`config.mk`:
```
export PLATFORM = sky130hd
export DESIGN_NAME = counting_semaphore_fifo_waiters_top
export DESIGN_NICKNAME = d
export VERILOG_FILES = /design/src/csfw_pkg.sv /design/src/csfw_ram.sv /design/src/csfw_ctrl.sv /design/src/csfw_dp.sv /design/src/counting_semaphore_fifo_waiters_top.sv
export SDC_FILE = /design/constraint.sdc
export NUM_CORES = 1
export LEC_CHECK = 0
export ABC_AREA = 1
export BUFFER_PORTS_ARGS = -buffer_cell sky130_fd_sc_hd__buf_4
export CAP_MARGIN = 20
export CORE_MARGIN = 2
export CORE_UTILIZATION = 35
export DETAILED_ROUTE_END_ITERATION = 8
export PLACE_DENSITY_LB_ADDON = 0.15
export SLEW_MARGIN = 40
export SYNTH_ARGS = -nofsm -noshare
export SYNTH_HDL_FRONTEND = slang
export SYNTH_HIERARCHICAL = 1
export SYNTH_SLANG_ARGS = --single-unit
```
`constraint.sdc`:
```
create_clock -name i_clk -period 3.6 [get_ports i_clk]
set_clock_uncertainty 0.15 [all_clocks]
set_input_delay 0.18 -clock i_clk [delete_from_list [all_inputs] [get_ports i_clk]]
set_output_delay 0.18 -clock i_clk [all_outputs]
set_load 0.005 [all_outputs]
```
`src/csfw_pkg.sv`:
```
// Shared types and constants for the counting semaphore with FIFO waiters.
// Used by the controller, the datapath and the top level; no dependencies.
package csfw_pkg;

    // Request kinds carried on the input tuser bit.
    localparam logic FUNC_CAPTURE = 1'b0;
    localparam logic FUNC_RELEASE = 1'b1;

    // Result word layout, lowest bit first.
    localparam int OUT_HELD_BIT  = 0;
    localparam int OUT_GRANT_BIT = 1;
    localparam int OUT_QUEUE_BIT = 2;
    localparam int OUT_WOKEN_BIT = 3;
    localparam int OUT_WID_LSB   = 4;
    localparam int OUT_OVF_BIT   = 12;
    localparam int OUT_W         = 16;

    localparam int TID_W   = 8;
    localparam int LIMIT_W = 4;

    // Controller to datapath commands.
    typedef struct packed {
        logic load;    // capture the request and compare it against the holders
        logic commit;  // apply the request and load the result register
    } t_ctrl_cmd;

    // Datapath to controller status.
    typedef struct packed {
        logic out_free; // result register can take a new result this cycle
    } t_dp_status;

endpackage

```
`src/csfw_ram.sv`:
```
// Generic simple dual-port RAM with one write port and a registered read port.
// Standalone; no package dependencies.
module csfw_ram #(
    parameter int WIDTH = 8,
    parameter int DEPTH = 8
) (
    input  logic                                  i_clk,
    input  logic                                  i_we,
    input  logic [(DEPTH > 1 ? $clog2(DEPTH) : 1)-1:0] i_waddr,
    input  logic [WIDTH-1:0]                      i_wdata,
    input  logic [(DEPTH > 1 ? $clog2(DEPTH) : 1)-1:0] i_raddr,
    output logic [WIDTH-1:0]                      o_rdata
);

    logic [WIDTH-1:0] r_mem [DEPTH];
    logic [WIDTH-1:0] r_rdata;

    always_ff @(posedge i_clk) begin
        if (i_we) begin
            r_mem[i_waddr] <= i_wdata;
        end
        r_rdata <= r_mem[i_raddr];
    end

    assign o_rdata = r_rdata;

endmodule

```
`src/csfw_ctrl.sv`:
```
// Controller state machine: accepts one request, then sequences its execute step.
// Depends on csfw_pkg for the command and status types.
module csfw_ctrl (
    input  logic                  i_clk,
    input  logic                  i_rst_n,
    input  logic                  i_in_valid,
    output logic                  o_in_ready,
    input  csfw_pkg::t_dp_status  i_status,
    output csfw_pkg::t_ctrl_cmd   o_cmd
);
    import csfw_pkg::*;

    typedef enum logic [0:0] {
        S_IDLE,
        S_EXEC
    } t_state;

    t_state r_state;
    logic   r_in_ready;

    // Commands are decoded combinationally from the registered state and ready, the
    // input valid and the status, so the datapath sees load in the same cycle as the handshake.
    always_comb begin
        o_cmd.load   = i_in_valid && r_in_ready;
        o_cmd.commit = (r_state == S_EXEC) && i_status.out_free;
    end

    always_ff @(posedge i_clk) begin
        if (!i_rst_n) begin
            r_state    <= S_IDLE;
            r_in_ready <= 1'b1;
        end else begin
            unique case (r_state)
                S_IDLE: begin
                    if (i_in_valid && r_in_ready) begin
                        r_state    <= S_EXEC;
                        r_in_ready <= 1'b0;
                    end
                end
                S_EXEC: begin
                    if (i_status.out_free) begin
                        r_state    <= S_IDLE;
                        r_in_ready <= 1'b1;
                    end
                end
                default: begin
                    r_state    <= S_IDLE;
                    r_in_ready <= 1'b1;
                end
            endcase
        end
    end

    assign o_in_ready = r_in_ready;

endmodule

```
`src/csfw_dp.sv`:
```
// Datapath: holder list in flip-flops, wait FIFO in RAM, result register.
// Depends on csfw_pkg and csfw_ram.
module csfw_dp #(
    parameter int HOLDER_SLOTS = 8,
    parameter int WAIT_DEPTH   = 8
) (
    input  logic                          i_clk,
    input  logic                          i_rst_n,
    input  csfw_pkg::t_ctrl_cmd           i_cmd,
    output csfw_pkg::t_dp_status          o_status,
    input  logic                          i_func,
    input  logic [csfw_pkg::TID_W-1:0]    i_tid,
    input  logic [csfw_pkg::LIMIT_W-1:0]  i_max_holders,
    output logic                          o_out_valid,
    input  logic                          i_out_ready,
    output logic [csfw_pkg::OUT_W-1:0]    o_out_data
);
    import csfw_pkg::*;

    localparam int CW  = $clog2(HOLDER_SLOTS + 1);
    localparam int LW  = (CW > LIMIT_W) ? CW : LIMIT_W;
    localparam int WCW = $clog2(WAIT_DEPTH + 1);
    localparam int AW  = (WAIT_DEPTH > 1) ? $clog2(WAIT_DEPTH) : 1;

    logic [TID_W-1:0]        r_holder [HOLDER_SLOTS];
    logic [TID_W-1:0]        n_holder [HOLDER_SLOTS];
    logic [CW-1:0]           r_hcount, n_hcount;
    logic [HOLDER_SLOTS-1:0] r_match;
    logic                    r_func;
    logic [TID_W-1:0]        r_tid;
    logic [AW-1:0]           r_head, r_tail;
    logic [WCW-1:0]          r_wcount, n_wcount;
    logic                    r_out_valid;
    logic [OUT_W-1:0]        r_out_data, n_out_data;

    logic [HOLDER_SLOTS-1:0] from_pos;
    logic [CW-1:0]           limit;
    logic [CW-1:0]           cnt_dec;
    logic                    found, is_cap, rel, grant, queue, ovf, wake;
    logic [TID_W-1:0]        rd_data, woken_id;

    // Parallel compare of the incoming id against the valid holder entries.
    always_ff @(posedge i_clk) begin
        if (i_cmd.load) begin
            r_func <= i_func;
            r_tid  <= i_tid;
            for (int i = 0; i < HOLDER_SLOTS; i++) begin
                r_match[i] <= (CW'(i) < r_hcount) && (r_holder[i] == i_tid);
            end
        end
    end

    always_comb begin
        from_pos[0] = r_match[0];
        for (int i = 1; i < HOLDER_SLOTS; i++) begin
            from_pos[i] = from_pos[i-1] | r_match[i];
        end
    end

    assign limit   = (LW'(i_max_holders) < LW'(HOLDER_SLOTS)) ? CW'(i_max_holders)
                                                             : CW'(HOLDER_SLOTS);
    assign found   = |r_match;
    assign is_cap  = (r_func == FUNC_CAPTURE);
    assign grant   = is_cap && (r_hcount < limit);
    assign queue   = is_cap && !grant && (r_wcount < WCW'(WAIT_DEPTH));
    assign ovf     = is_cap && !grant && !queue;
    assign rel     = (r_func == FUNC_RELEASE) && found;
    assign cnt_dec = r_hcount - CW'(1);
    assign wake    = rel && (cnt_dec < limit) && (r_wcount != '0);
    assign woken_id = wake ? rd_data : '0;

    // Next holder entries: append on grant, close the gap on release, and put
    // a promoted waiter into the slot freed at the end of the list.
    for (genvar j = 0; j < HOLDER_SLOTS; j++) begin : g_slot
        logic [TID_W-1:0] up;
        if (j < HOLDER_SLOTS - 1) begin : g_up
            assign up = r_holder[j+1];
        end else begin : g_last
            assign up = r_holder[j];
        end
        always_comb begin
            n_holder[j] = r_holder[j];
            if (grant && (CW'(j) == r_hcount)) begin
                n_holder[j] = r_tid;
            end
            if (rel && from_pos[j]) begin
                n_holder[j] = up;
            end
            if (wake && (CW'(j) == cnt_dec)) begin
                n_holder[j] = rd_data;
            end
        end
    end

    always_comb begin
        n_hcount = r_hcount;
        if (grant) begin
            n_hcount = r_hcount + CW'(1);
        end else if (rel && !wake) begin
            n_hcount = cnt_dec;
        end
        n_wcount = r_wcount;
        if (queue) begin
            n_wcount = r_wcount + WCW'(1);
        end else if (wake) begin
            n_wcount = r_wcount - WCW'(1);
        end
    end

    always_ff @(posedge i_clk) begin
        if (i_cmd.commit) begin
            for (int i = 0; i < HOLDER_SLOTS; i++) begin
                r_holder[i] <= n_holder[i];
            end
        end
    end

    always_ff @(posedge i_clk) begin
        if (!i_rst_n) begin
            r_hcount <= '0;
            r_wcount <= '0;
            r_head   <= '0;
            r_tail   <= '0;
        end else if (i_cmd.commit) begin
            r_hcount <= n_hcount;
            r_wcount <= n_wcount;
            if (queue) begin
                r_tail <= (r_tail == AW'(WAIT_DEPTH - 1)) ? '0 : r_tail + AW'(1);
            end
            if (wake) begin
                r_head <= (r_head == AW'(WAIT_DEPTH - 1)) ? '0 : r_head + AW'(1);
            end
        end
    end

    csfw_ram #(
        .WIDTH (TID_W),
        .DEPTH (WAIT_DEPTH)
    ) u_wait_ram (
        .i_clk   (i_clk),
        .i_we    (i_cmd.commit && queue),
        .i_waddr (r_tail),
        .i_wdata (r_tid),
        .i_raddr (r_head),
        .o_rdata (rd_data)
    );

    // Result register.
    always_ff @(posedge i_clk) begin
        if (!i_rst_n) begin
            r_out_valid <= 1'b0;
        end else if (i_cmd.commit) begin
            r_out_valid <= 1'b1;
        end else if (i_out_ready) begin
            r_out_valid <= 1'b0;
        end
    end

    always_comb begin
        n_out_data                       = '0;
        n_out_data[OUT_HELD_BIT]         = found;
        n_out_data[OUT_GRANT_BIT]        = grant;
        n_out_data[OUT_QUEUE_BIT]        = queue;
        n_out_data[OUT_WOKEN_BIT]        = wake;
        n_out_data[OUT_WID_LSB +: TID_W] = woken_id;
        n_out_data[OUT_OVF_BIT]          = ovf;
    end

    always_ff @(posedge i_clk) begin
        if (i_cmd.commit) begin
            r_out_data <= n_out_data;
        end
    end

    assign o_status.out_free = !r_out_valid || i_out_ready;
    assign o_out_valid       = r_out_valid;
    assign o_out_data        = r_out_data;

endmodule

```
`src/counting_semaphore_fifo_waiters_top.sv`:
```
// Counting semaphore with a FIFO of waiting threads: top level.
// A request is captured on its transfer; no new request is accepted until its
// execute step, which waits for a free result register, has compacted the holder
// list, updated the wait FIFO and loaded the result register.
// Reset (i_rst_n, synchronous, active low) clears the counts, FIFO pointers
// and the limit (to 1); holder and FIFO storage is not cleared.
module counting_semaphore_fifo_waiters_top #(
    parameter int HOLDER_SLOTS = 8,
    parameter int WAIT_DEPTH   = 8
) (
    input  logic        i_clk,
    input  logic        i_rst_n,
    // Request channel.
    input  logic        s_tvalid,
    output logic        s_tready,
    input  logic [7:0]  s_tdata,   // [7:0] thread_id
    input  logic [0:0]  s_tuser,   // [0] func (0 capture, 1 release)
    // Result channel.
    output logic        m_tvalid,
    input  logic        m_tready,
    output logic [15:0] m_tdata,   // [0] held_before, [1] granted, [2] queued,
                                   // [3] woken_valid, [11:4] woken_thread,
                                   // [12] overflow, [15:13] zero
    // Limit register write port.
    input  logic        i_cfg_we,
    input  logic [3:0]  i_cfg_wdata
);
    import csfw_pkg::*;

    t_ctrl_cmd          cmd;
    t_dp_status         status;
    logic [LIMIT_W-1:0] r_max_holders;

    // The user must see that the limit is only written while no request is in
    // flight (the block does not enforce it), so the datapath reads it directly.
    always_ff @(posedge i_clk) begin
        if (!i_rst_n) begin
            r_max_holders <= LIMIT_W'(1);
        end else if (i_cfg_we) begin
            r_max_holders <= i_cfg_wdata;
        end
    end

    csfw_ctrl u_ctrl (
        .i_clk      (i_clk),
        .i_rst_n    (i_rst_n),
        .i_in_valid (s_tvalid),
        .o_in_ready (s_tready),
        .i_status   (status),
        .o_cmd      (cmd)
    );

    csfw_dp #(
        .HOLDER_SLOTS (HOLDER_SLOTS),
        .WAIT_DEPTH   (WAIT_DEPTH)
    ) u_dp (
        .i_clk         (i_clk),
        .i_rst_n       (i_rst_n),
        .i_cmd         (cmd),
        .o_status      (status),
        .i_func        (s_tuser[0]),
        .i_tid         (s_tdata),
        .i_max_holders (r_max_holders),
        .o_out_valid   (m_tvalid),
        .i_out_ready   (m_tready),
        .o_out_data    (m_tdata)
    );

    // A request transfer is always followed by a cycle with ready low.
    a_one_in_flight: assert property (@(posedge i_clk) disable iff (!i_rst_n)
        (s_tvalid && s_tready) |=> !s_tready)
        else $error("request accepted while another was executing");

    // At most one outcome per result.
    a_one_outcome: assert property (@(posedge i_clk) disable iff (!i_rst_n)
        m_tvalid |-> $onehot0({m_tdata[OUT_GRANT_BIT], m_tdata[OUT_QUEUE_BIT],
                               m_tdata[OUT_WOKEN_BIT], m_tdata[OUT_OVF_BIT]}))
        else $error("result reports more than one outcome");

    // The woken id is zero unless a waiter was promoted.
    a_woken_zero: assert property (@(posedge i_clk) disable iff (!i_rst_n)
        (m_tvalid && !m_tdata[OUT_WOKEN_BIT]) |-> (m_tdata[11:4] == '0))
        else $error("woken id set without a promotion");

    // A commit never overwrites a result that has not been taken.
    a_no_overwrite: assert property (@(posedge i_clk) disable iff (!i_rst_n)
        cmd.commit |-> (!m_tvalid || m_tready))
        else $error("result register overwritten");

endmodule

```
## Yosys cells after proc, flatten, opt, wreduce, memory -nomap -nowiden

Memories as Yosys holds them, arrays and structs flattened. A register that Yosys moved wholly into a read port is not among the register bits.
Index checks and enable logic that the tools add are counted.

| storage, ports and cells | value |
|---|---|
| bits in registers | 51 |
| RAM bits | 128 |
| input bits | 18 |
| output and inout bits | 18 |
| word-level logic and storage cells | 171 |
| memories | 2 |

Memory list:

| memory | words | width | read ports | clocked after memory_dff | wr ports | RTL line | text |
|---|---|---|---|---|---|---|---|
| u_dp.r_holder | 8 | 8 | 8 | 0 | 8 | csfw_dp.sv:25 | `logic [TID_W-1:0] r_holder [HOLDER_SLOTS];` |
| u_dp.u_wait_ram.r_mem | 8 | 8 | 1 | 1 | 1 | csfw_ram.sv:15 | `logic [WIDTH-1:0] r_mem [DEPTH];` |

| cells by class | value |
|---|---|
| add/sub/neg operators | 6 |
| order comparisons | 12 |
| equality and inequality tests | 26 |
| mux-type cells | 43 |
| bitwise operators | 9 |
| reduce and logical (&&, ||, !) cells | 60 |

Operators with widths:

| operator | number |
|---|---|
| 2-to-1 mux 8 bit | 24 |
| == test 8 bit | 8 |
| logical AND 1 bit | 43 |
| == test 3 x 4 -> 1 bit (first input constant) | 8 |
| 2-to-1 mux 4 bit | 5 |
| == test 2 x 4 -> 1 bit (first input constant) | 4 |
| < comparator 3 x 4 -> 1 bit (first input constant) | 4 |
| 2-to-1 mux 1 bit | 10 |
| AND reduction 2 bit | 5 |
| adder 4 x 1 -> 4 bit (second input constant) | 2 |
| == test 1 x 4 -> 1 bit (first input constant) | 2 |
| zero test 4 bit | 2 |
| < comparator 1 x 4 -> 1 bit (first input constant) | 2 |
| < comparator 2 x 4 -> 1 bit (first input constant) | 2 |
| < comparator 4 bit | 2 |
| < comparator 4 bit (second input constant) | 2 |
| OR reduction 8 bit | 1 |
| subtractor 4 x 1 -> 4 bit (second input constant) | 2 |
| bitwise OR 1 bit | 7 |
| adder 3 x 1 -> 3 bit (second input constant) | 2 |
| == test 3 bit (second input constant) | 2 |
| 2-to-1 mux 3 bit | 2 |
| nonzero test 2 bit | 3 |
| zero test 1 bit | 4 |
| other kinds (6) | 8 |

## Depth between registers and ports, before layout

| logic depth | value |
|---|---|
| depth in word-level cells | 10 |
| depth in mapped cells | 19 |
| depth with buffers taken out | 19 |

## Modules after synthesis

Netlist, hierarchy kept.

By module, submodules not included:

| module | instances | cells an instance | area an instance (um^2) | sequential area each (um^2) |
|---|---|---|---|---|
| csfw_dp | 1 | 729 | 6352.3 | 3123.0 |
| csfw_ram | 1 | 303 | 3050.4 | 2082.0 |
| counting_semaphore_fifo_waiters_top | 1 | 24 | 171.4 | 80.1 |
| csfw_ctrl | 1 | 14 | 91.3 | 40.0 |

## Worst setup path before layout

OpenSTA, ideal clock, no wires.

| path | value |
|---|---|
| path kind | flip-flop to flip-flop |
| start point | register u_dp/r_hcount[0] (netlist name) |
| end point | memory u_dp.r_holder[4][0], in the netlist u_dp/r_holder[1][0] (enable) |
| library setup time | 0.370 ns |
| arrival time | 2.770 ns |
| data required time | 3.080 ns |
| path slack | 0.310 ns |
| stages on the path, launching flop included | 15 |
| path buffers | 1 |
| clock period less this slack | 3.290 ns |
| cell sequence | dfxtp_1 > inv_1 > ha_1 > xnor2_1 > inv_1 > ha_1 > a21oi_1 > a21boi_0 > nand2_2 > nor2_8 > inv_4 > nor3_4 > buf_4 > nor2_1 > nor2_1 |

RTL lines:

| element | RTL line |
|---|---|
| end, declared | csfw_dp.sv:25 |

==> run summary <==
Critical Path Slowest Stage Cell: dfxtp_1
layout cells sized above 1: 0.100
via count: 7320
Layout fillers: 2719
CTS Sinks: 187
minimum clock period: 3280 ps
commonest non-fill, non-tap cell in the layout: nand2_1
grt ovf: 0
vias in the first global route: 6861
WP depth: 14
wire per inst: 18.3 um
Yosys warnings: 6
Critical Path Start: u_dp/r_hcount[0]$_SDFFE_PN0P_
Main synth FF type: edfxtp_1
core area: 27000 um^2
H-tree level count: 4
RSZ-0062 raised after global routing: false
Mapped Area: 9670 um^2
asr flop ratio synth: 0
n_diodes: 0
largest net degree at the start of global routing: 33
WHS: 340 ps
dpl hpwl: 18.7 mm
post-synthesis sequential area ratio: 0.551
Design Area, Final: 11100 um^2
worst r2r path cells: 14
Worst R2R Start: u_dp/r_hcount[0]$_SDFFE_PN0P_
CP cell instances: inv_1 > ha_1 > xnor2_1 > inv_1 > ha_1 > a21oi_1 > a21boi_0 > nand2_2 > nor2_8 > inv_4 > nor3_4 > nor2_1 > nor2_1 > buf_4
GPL Wtd Cong: 0.884
final slew viol count: 0
Max stage delay on crit path: 510 ps
max-cap viol count: 0
GR Layer Usage met2: 0.318
CTS Buf Count: 17
drt first pass iters: 5
clk root buf: clkbuf_16
Tightest Pin Transition: 813 ps
Startpoint Class: register
CP required: 3590 ps
CTS tree: yes
DRT iter0 DRCs: 649
area grow syn2layout: 14.8%
flops & latches, synth: 187
crit path DAT: 3270 ps
hold path depth: 2
hold_sp: u_ctrl/r_state$_SDFF_PN0_
commonest non-fill, non-tap cells in the layout: nand2_1, edfxtp_1, inv_1
Power Dens Cells: 450 nW/um^2
Clock Tree Buf Depth: 2
Worst setup EP type: register
Worst-path clk slew: 70 ps
worst slew margin relative to its limit: 0.457
Synth cell types: 44
first-pass GRT wire length: 41.3 mm
port bufs: 32
die area: 29000 um^2
highest clock rate: 305 MHz
setup violators final: 0
global route hottest layer: met2
all-layer global routing usage: 0.194
Avg Cell Area, Syn: 9.03 um^2
Post-synth EDFFs: 158
Routed Antenna Nets: 0
critical path's top delay family: simple AND/OR/NAND/NOR gates
critical setup path kind: register to register
I/O pin cnt: 36
Horiz. Die Dim: 170 um
CP max FO: 10
row count: 60
initial antenna violation count: 0
Worst-Skew Late Latency: 430 ps
placed cell area: 10300 um^2
WP buf/inv: 4
TNS Setup: 0 ps
initial core utilization: 0.358
Routed WL: 27.3 mm
Setup Buffers After CTS: 0
Fin. Hold Viols: 0
Die Span Y: 170 um
final cycle utilization of the critical path: 0.912
synthesized instance count: 1070
maximum VDD drop: 0.000246 V
number of remaining DRC errors: 0
Total Nets Final: 1174
GR Layer Usage met1: 0.273
met3 Use GR: 0.0242
Leakage: 4.62 nW
worst hold path type: register to register
vias per cell: 4.91
status: finished clean
-- final timing paths --
check	end	slack (ps)
min	u_ctrl/r_state$_SDFF_PN0_	340
max reg2reg	u_dp/r_holder[1][5]$_DFFE_PP_	320
max	u_dp/r_holder[1][5]$_DFFE_PP_	320
min reg2reg	u_ctrl/r_state$_SDFF_PN0_	340
-- layer usage --
metal | up-vias | part of all wire
met1 | 3433 | 0.47
met4 | 0 | 0.015
met5 | - | 0
met2 | 193 | 0.46
li1 | 3670 | -
met3 | 24 | 0.047
-- cell type report --
| class | instances | area, um^2 | share of cell area |
|---|---|---|---|
| multi-input combinational | 698 | 3530 | 0.318 |
| sequential | 187 | 5330 | 0.480 |
| tap | 341 | 427 | 0.0385 |
| clock inverter | 10 | 77.6 | 0.00699 |
| clock buffer | 22 | 465 | 0.0420 |
| inverter | 147 | 557 | 0.0502 |
| timing repair buffer | 86 | 712 | 0.0642 |
-- state kept, by name, summed over array words and instances (netlist names) --
signal	cells
r_max_holders	4
u_ctrl/o_in_ready	1
u_ctrl/r_state	1
u_dp/o_out_data	13
u_dp/o_out_valid	1
u_dp/r_func	1
u_dp/r_hcount	4
u_dp/r_head	3
u_dp/r_holder	64
u_dp/r_match	8
u_dp/r_tail	3
u_dp/r_tid	8
u_dp/r_wcount	4
u_dp/u_wait_ram/o_rdata	8
u_dp/u_wait_ram/r_mem	64
-- timing repair --
item,CTS,global route
setup endpoints to repair,0,0
hold buffers,25,0
endpoints found under the hold margin,21,0
resized for setup,0,0
-- worst register-to-register path: stages (launching register included) --
cell	delay (ps)
dfxtp_1	510
inv_1	180
ha_1	300
xnor2_1	150
inv_1	100
ha_1	200
a21oi_1	130
a21boi_0	240
nand2_2	140
nor2_8	260
inv_4	140
nor3_4	140
nor2_1	60
nor2_1	90
buf_4	200
-- Yosys cell counts, types with 6 or more instances --
master      n  area share
xnor2_1    19       0.017
ha_1       18       0.023
o21ai_1     7      0.0036
clkbuf_1   11      0.0043
nand3_1    52       0.027
edfxtp_1  158        0.49
nand2_1   299        0.12
o22ai_1     6      0.0039
nand4_1    12      0.0078
buf_2       9      0.0047
buf_4      10      0.0078
o21ai_0   112       0.058
a21oi_1    24       0.012
inv_1     138       0.054
xor2_1     23       0.021
nor2_1     66       0.026
or2_2       7      0.0045
a221oi_1    6      0.0054
buf_6       8      0.0093
dfxtp_1    29       0.060
a31oi_1     6      0.0039
o211ai_1    6      0.0047
-- metrics by stage --
stage	total power (W)	cells	util	worst slack, ps
6_report	0.00499	1491	0.411	318
5_1_grt	0.00520	1491	0.411	45.5
4_1_cts	0.00503	1491	0.411	360
3_5_place_dp	0.00322	1434	0.381	388
3_3_place_gp	0.00322	1433	0.381	464
2_1_floorplan	0.00297	1072	-	310
-- cell families (layout without fill, tap and decap cells) --
kind of cell               after synthesis  in the layout  share of synthesized area
AOI/OAI and AO/OA                      174            174                     0.0979
xor gates and xnor gates                42             42                     0.0381
adders and majority gates               19             19                     0.0254
buffers and inverters                  187            265                     0.0845
DFF                                    187            187                      0.551
muxes                                    3              3                    0.00311
other                                    1              3                   0.000388
and+or+nand+nor                        457            457                      0.200
-- power by group --
part,switching (W),internal (W),total (W)
clock,0.000846,0.000939,0.00179
combinational,0.000432,0.000230,0.000662
sequential,0.0000925,0.00245,0.00254
total,0.00137,0.00362,0.00499
Power figures use the tool's default switching activity.
